--- src/rtl/apbi_ram.sv ---
`timescale 1ns / 1ps
module apbi_ram #(
  parameter int WIDTH = 8,
  parameter int DEPTH = 64
) (
  input  logic                     clk,
  input  logic                     we,
  input  logic [$clog2(DEPTH)-1:0] waddr,
  input  logic [WIDTH-1:0]         wdata,
  input  logic [$clog2(DEPTH)-1:0] raddr,
  output logic [WIDTH-1:0]         rdata
);

  logic [WIDTH-1:0] mem [DEPTH];

  // one write port, registered read port
  always_ff @(posedge clk) begin
    if (we) begin
      mem[waddr] <= wdata;
    end
    rdata <= mem[raddr];
  end

endmodule

--- config.mk ---
export PLATFORM = sky130hd
export DESIGN_NAME = apbi_ram
export DESIGN_NICKNAME = d
export VERILOG_FILES = /design/src/rtl/apbi_ram.sv
export SDC_FILE = /design/constraint.sdc
export NUM_CORES = 1
export LEC_CHECK = 0
export BUFFER_PORTS_ARGS = -buffer_cell sky130_fd_sc_hd__buf_2
export CAP_MARGIN = 40
export CORE_AREA = 3 3 299 227
export DETAILED_ROUTE_END_ITERATION = 8
export DIE_AREA = 0 0 302 230
export PLACE_DENSITY = 0.44
export SYNTH_ARGS = -nofsm -noshare
export SYNTH_HDL_FRONTEND = slang
export SYNTH_SLANG_ARGS = --single-unit
--- constraint.sdc ---
create_clock -name clk -period 3.4 [get_ports clk]
set_input_delay 0.68 -clock clk [delete_from_list [all_inputs] [get_ports clk]]
set_output_delay 0.68 -clock clk [all_outputs]
set_load 0.02 [all_outputs]
# Word-level counts from Yosys, hierarchy flattened
# Memories as Yosys holds them, arrays and structs flattened. A register that Yosys moved wholly into a read port is not among the register bits.
# Index checks and enable logic that the tools add are counted.
# op_classes
n_mux	2
# op_table
cell	n
1-bit 2-to-1 mux	2
# word_totals
regBits	0
ramBits	512
output_inout_bits	8
memories	1
# memory_table
memory	depth	word_bits	rd	rd_clocked_by_memory_dff	wr	line_no	rtl
mem	64	8	1	1	1	14	logic [WIDTH-1:0] mem [DEPTH];

# Depth between registers and ports, before layout
# logic_depth
ltp_word	2
ltp_mapped	9
ltp_nobuf	5

# Worst setup path before layout
# No wires, ideal clock.
# synth_timing
path_type	input port to flip-flop
from	input raddr[1]
to	register rdata[3] (read register of mem)
setup_ps	128
arrival_time_ps	2220
required_ps	3272
setup_slack_ps	1052
path_stages	7
path_buffers	3
path_cell_list	buf_4 -> buf_2 -> buf_2 -> mux4_2 -> mux4_2 -> o21ai_1 -> o41ai_1
# synth_rtl
element	line_no	rtl
start: declaration	10	input logic [$clog2(DEPTH)-1:0] raddr,
end: declaration	11	output logic [WIDTH-1:0] rdata

==> qor_table.md <==
| Parameter | Value |
|:---|:---|
| Kind of start point of the critical path | primary input |
| Starting Density | 30.9% |
| Core Rows | 81 |
| Top cells by count, synth | sky130_fd_sc_hd__edfxtp_1 (512), sky130_fd_sc_hd__mux4_2 (126), sky130_fd_sc_hd__nor2_1 (83) |
| Clock latency of the later-clocked register in the worst-skew pair | 620 ps |
| Count leader, synth | sky130_fd_sc_hd__edfxtp_1 |
| Y dimension of the die | 230 um |
| Drt total wl | 52100 um |
| Switching component of the power | 2950 uW |
| Slew at the pin closest to its max-slew limit | 776 ps |
| Total negative slack | 0 ps |
| Worst hold path type | primary input to register |
| Max-slew violation total from the final report | 0 |
| DRT Pass-1 Iters | 5 |
| Leakage power summed over all cells | 0.00749 uW |
| Period utilisation layout | 68.8% |
| Number of post-CTS setup repair buffers | 0 |
| Root buffer cell | sky130_fd_sc_hd__clkbuf_16 |
| DRT iter0 DRCs | 982 |
| Final setup skew | 32.2 ps |
| Overall die width | 302 um |
| Crit path capture type | register |
| Layout cell share with drive strength beyond 1 | 31.3% |
| Count of different cell masters after synthesis | 40 |
| Flop and latch count out of synthesis | 520 |
| Achievable Freq | 0.427 GHz |
| Number of instances resized during post-cts repair | 0 |
| Number of flops mapped to enable cells by yosys | 512 |
| Area contributors post-synth | sky130_fd_sc_hd__edfxtp_1 (76%), sky130_fd_sc_hd__mux4_2 (14%), sky130_fd_sc_hd__nor2_1 (1.5%), sky130_fd_sc_hd__mux2i_1 (1.1%), sky130_fd_sc_hd__dfxtp_1 (0.79%) |
| Longest Clk Path Bufs | 3 |
| Synthesis-to-layout area growth | 17.6% |
| Port Buffers | 29 |
| Number of clock sinks seen by CTS | 520 |
| Dominant cell type by area after synthesis | sky130_fd_sc_hd__edfxtp_1 |
| Count of fill cells added during filler insertion | 6014 |
| Average size of a mapped cell | 21.5 um^2 |
| Post-DRT Antenna Nets | 0 |
| Number of warnings printed during yosys synthesis | 0 |
| Hold-fix buffers, CTS | 0 |
| Sequential-to-total area share from yosys stat | 77.0% |
| Wire length per cell | 26.1 um |
| Average via count per standard cell | 4.94 |
| Final GP Congestion | 0.777 |
| Net count after synthesis | 962 |
| Outcome | completed |
| Final-report hold violation count | 0 |
| Area of the die | 69500 um^2 |
| Total number of vias | 9858 |
| Internal Power | 10600 uW |
| Max-cap violations | 0 |
| Maximum number of pins on one net before global-route repair | 65 |
| Wire length of the first global-routing pass | 76100 um |
| Combinational cell fraction of total power | 5.4% |
| RSZ-0062 raised after global routing | no |
| Ports | 30 |
| WP data arrival | 2830 ps |
| Fraction of registers with async set/reset | 0% |
| Fraction of post-synthesis cell area in the top cell type by area | 76.2% |
| Switching share of power | 21.7% |
| Share of power burned in the clock network | 42.3% |
| Number of antenna violations at the first check in global routing | 4 |
| Power Density | 573 nW/um^2 |
| Htree depth | 2 |
| Inserted Clock Buffers | 52 |
| Detailed Place HPWL | 33400 um |
| Seq pwr share | 52.4% |
| Synthesized instance count | 940 |
| Final setup viols | 0 |
| DRC violation count after routing | 0 |
| CTS tree | done |
| Sum of overflow across all layers after global routing | 0 |
| Required time of the critical path | 3890 ps |
| Type of the setup path with the least slack | primary input to register |
| Tmin final | 2340 ps |
| Placement-stage worst setup slack | 442 ps |
| Area of the core | 65200 um^2 |
| NumNets Final | 1101 |
| Vias in the first global route | 10100 |
| Worst max-slew margin expressed relative to the limit | 48.3% |
| Post-synthesis instance area | 20200 um^2 |
| Commonest register cell after synthesis | sky130_fd_sc_hd__edfxtp_1 |
| Clock input transition at the sequential cells of the worst setup and hold paths | 60 ps |
| Total global routing track utilization | 15.3% |
| Maximum vdd ir drop | 0.344 mV |
| Biggest fanout along the worst timing path | 31 |
| Setup slack of the critical path after layout | 1060 ps |
## final cells by class
cell class              instances  area, um^2  share of cell area (%)
clock buffers                  62        1340                    5.65
clock inverters                35         344                    1.45
repair buffers                136        1080                    4.54
multi-input cells             369        4320                    18.2
well taps                     871        1090                    4.60
flip-flops and latches        520       15500                    65.5
diodes                          3        7.51                  0.0317
## worst paths after layout
path	slack [ps]	cells after the start	from	end
max	1060	6	raddr[0]	rdata[6]$_DFF_P_
min reg2reg	820	3	mem[31][6]$_DFFE_PP_	rdata[6]$_DFF_P_
min	520	1	wdata[4]	mem[58][4]$_DFFE_PP_
max reg2reg	1410	5	mem[3][2]$_DFFE_PP_	rdata[2]$_DFF_P_
## flip-flops by register name (all words and copies together), names as in the netlist
register and count:
mem 512, rdata 8
## power groups by stage
stage | clock, uW | combinational [uW] | sequential, uW
after floorplan | 0 | 378 | 7260
after global placement | 0 | 737 | 7250
after CTS | 5910 | 745 | 7120
after global routing | 6180 | 782 | 7120
final | 5740 | 728 | 7120
after detailed placement | 0 | 745 | 7250
## worst max-delay path: stages
cell and delay, ps:
sky130_fd_sc_hd__buf_8 220, sky130_fd_sc_hd__buf_12 290, sky130_fd_sc_hd__mux4_2 590, sky130_fd_sc_hd__mux4_2 560, sky130_fd_sc_hd__nor2_1 260, sky130_fd_sc_hd__o32ai_1 140
## stage by stage
stage / total power (uW) / hold WS [ps] / cells / util [%] / area (um^2)
floorplan: 7640 / 718 / 940 / - / 20200
global placement: 7990 / 798 / 1896 / 33.8 / 22000
detailed placement: 8000 / 807 / 1896 / 33.8 / 22000
CTS: 13800 / 496 / 1993 / 36.4 / 23700
global route: 14100 / 525 / 1995 / 36.4 / 23700
finish: 13600 / 521 / 1996 / 36.4 / 23700
## kinds of logic (layout without fill, tap and decap cells)
group           count (synthesis)  after routing  synth area share [%]
mux                           162            162                  15.9
buf+inv                        51            233                  1.57
simple gates                  153            153                  3.39
other cells                     0              3                     0
flops                         520            520                  77.0
compound gates                 54             54                  2.07
## layout by cell type (no fill, tap or decap), types with 3 or more instances in the layout
| cell type | synthesis | routed |
|---|---|---|
| sky130_fd_sc_hd__buf_4 | 13 | 100 |
| sky130_fd_sc_hd__buf_12 | 2 | 9 |
| sky130_fd_sc_hd__clkinv_1 | 0 | 13 |
| sky130_fd_sc_hd__a221oi_1 | 6 | 6 |
| sky130_fd_sc_hd__nand3_1 | 13 | 13 |
| sky130_fd_sc_hd__diode_2 | 0 | 3 |
| sky130_fd_sc_hd__buf_2 | 11 | 26 |
| sky130_fd_sc_hd__mux2_2 | 13 | 13 |
| sky130_fd_sc_hd__nor2b_1 | 14 | 14 |
| sky130_fd_sc_hd__mux2i_1 | 23 | 23 |
| sky130_fd_sc_hd__o2111ai_1 | 3 | 3 |
| sky130_fd_sc_hd__o2bb2ai_1 | 3 | 3 |
| sky130_fd_sc_hd__bufinv_16 | 0 | 6 |
| sky130_fd_sc_hd__nand2_1 | 19 | 19 |
| sky130_fd_sc_hd__a22oi_1 | 3 | 3 |
| sky130_fd_sc_hd__o221ai_1 | 8 | 8 |
| sky130_fd_sc_hd__o22ai_1 | 8 | 8 |
| sky130_fd_sc_hd__nor3_1 | 7 | 7 |
| sky130_fd_sc_hd__edfxtp_1 | 512 | 512 |
| sky130_fd_sc_hd__a21oi_1 | 3 | 3 |
| sky130_fd_sc_hd__nand3b_1 | 3 | 3 |
| sky130_fd_sc_hd__clkinv_2 | 0 | 11 |
| sky130_fd_sc_hd__nand2b_1 | 7 | 7 |
| sky130_fd_sc_hd__mux4_2 | 126 | 126 |
| sky130_fd_sc_hd__clkbuf_16 | 0 | 52 |
| sky130_fd_sc_hd__nor2_1 | 83 | 83 |
| sky130_fd_sc_hd__dfxtp_1 | 8 | 8 |
| sky130_fd_sc_hd__a211oi_1 | 4 | 4 |
| sky130_fd_sc_hd__clkbuf_1 | 17 | 10 |
## per-layer routing
metal	wire length [um]	GRT usage [%]
met1	27000	25.0
met2	21700	20.9
met3	2510	2.50
met4	958	3.69
met5	0	0
Note: power is estimated with default switching activity, not from simulation.
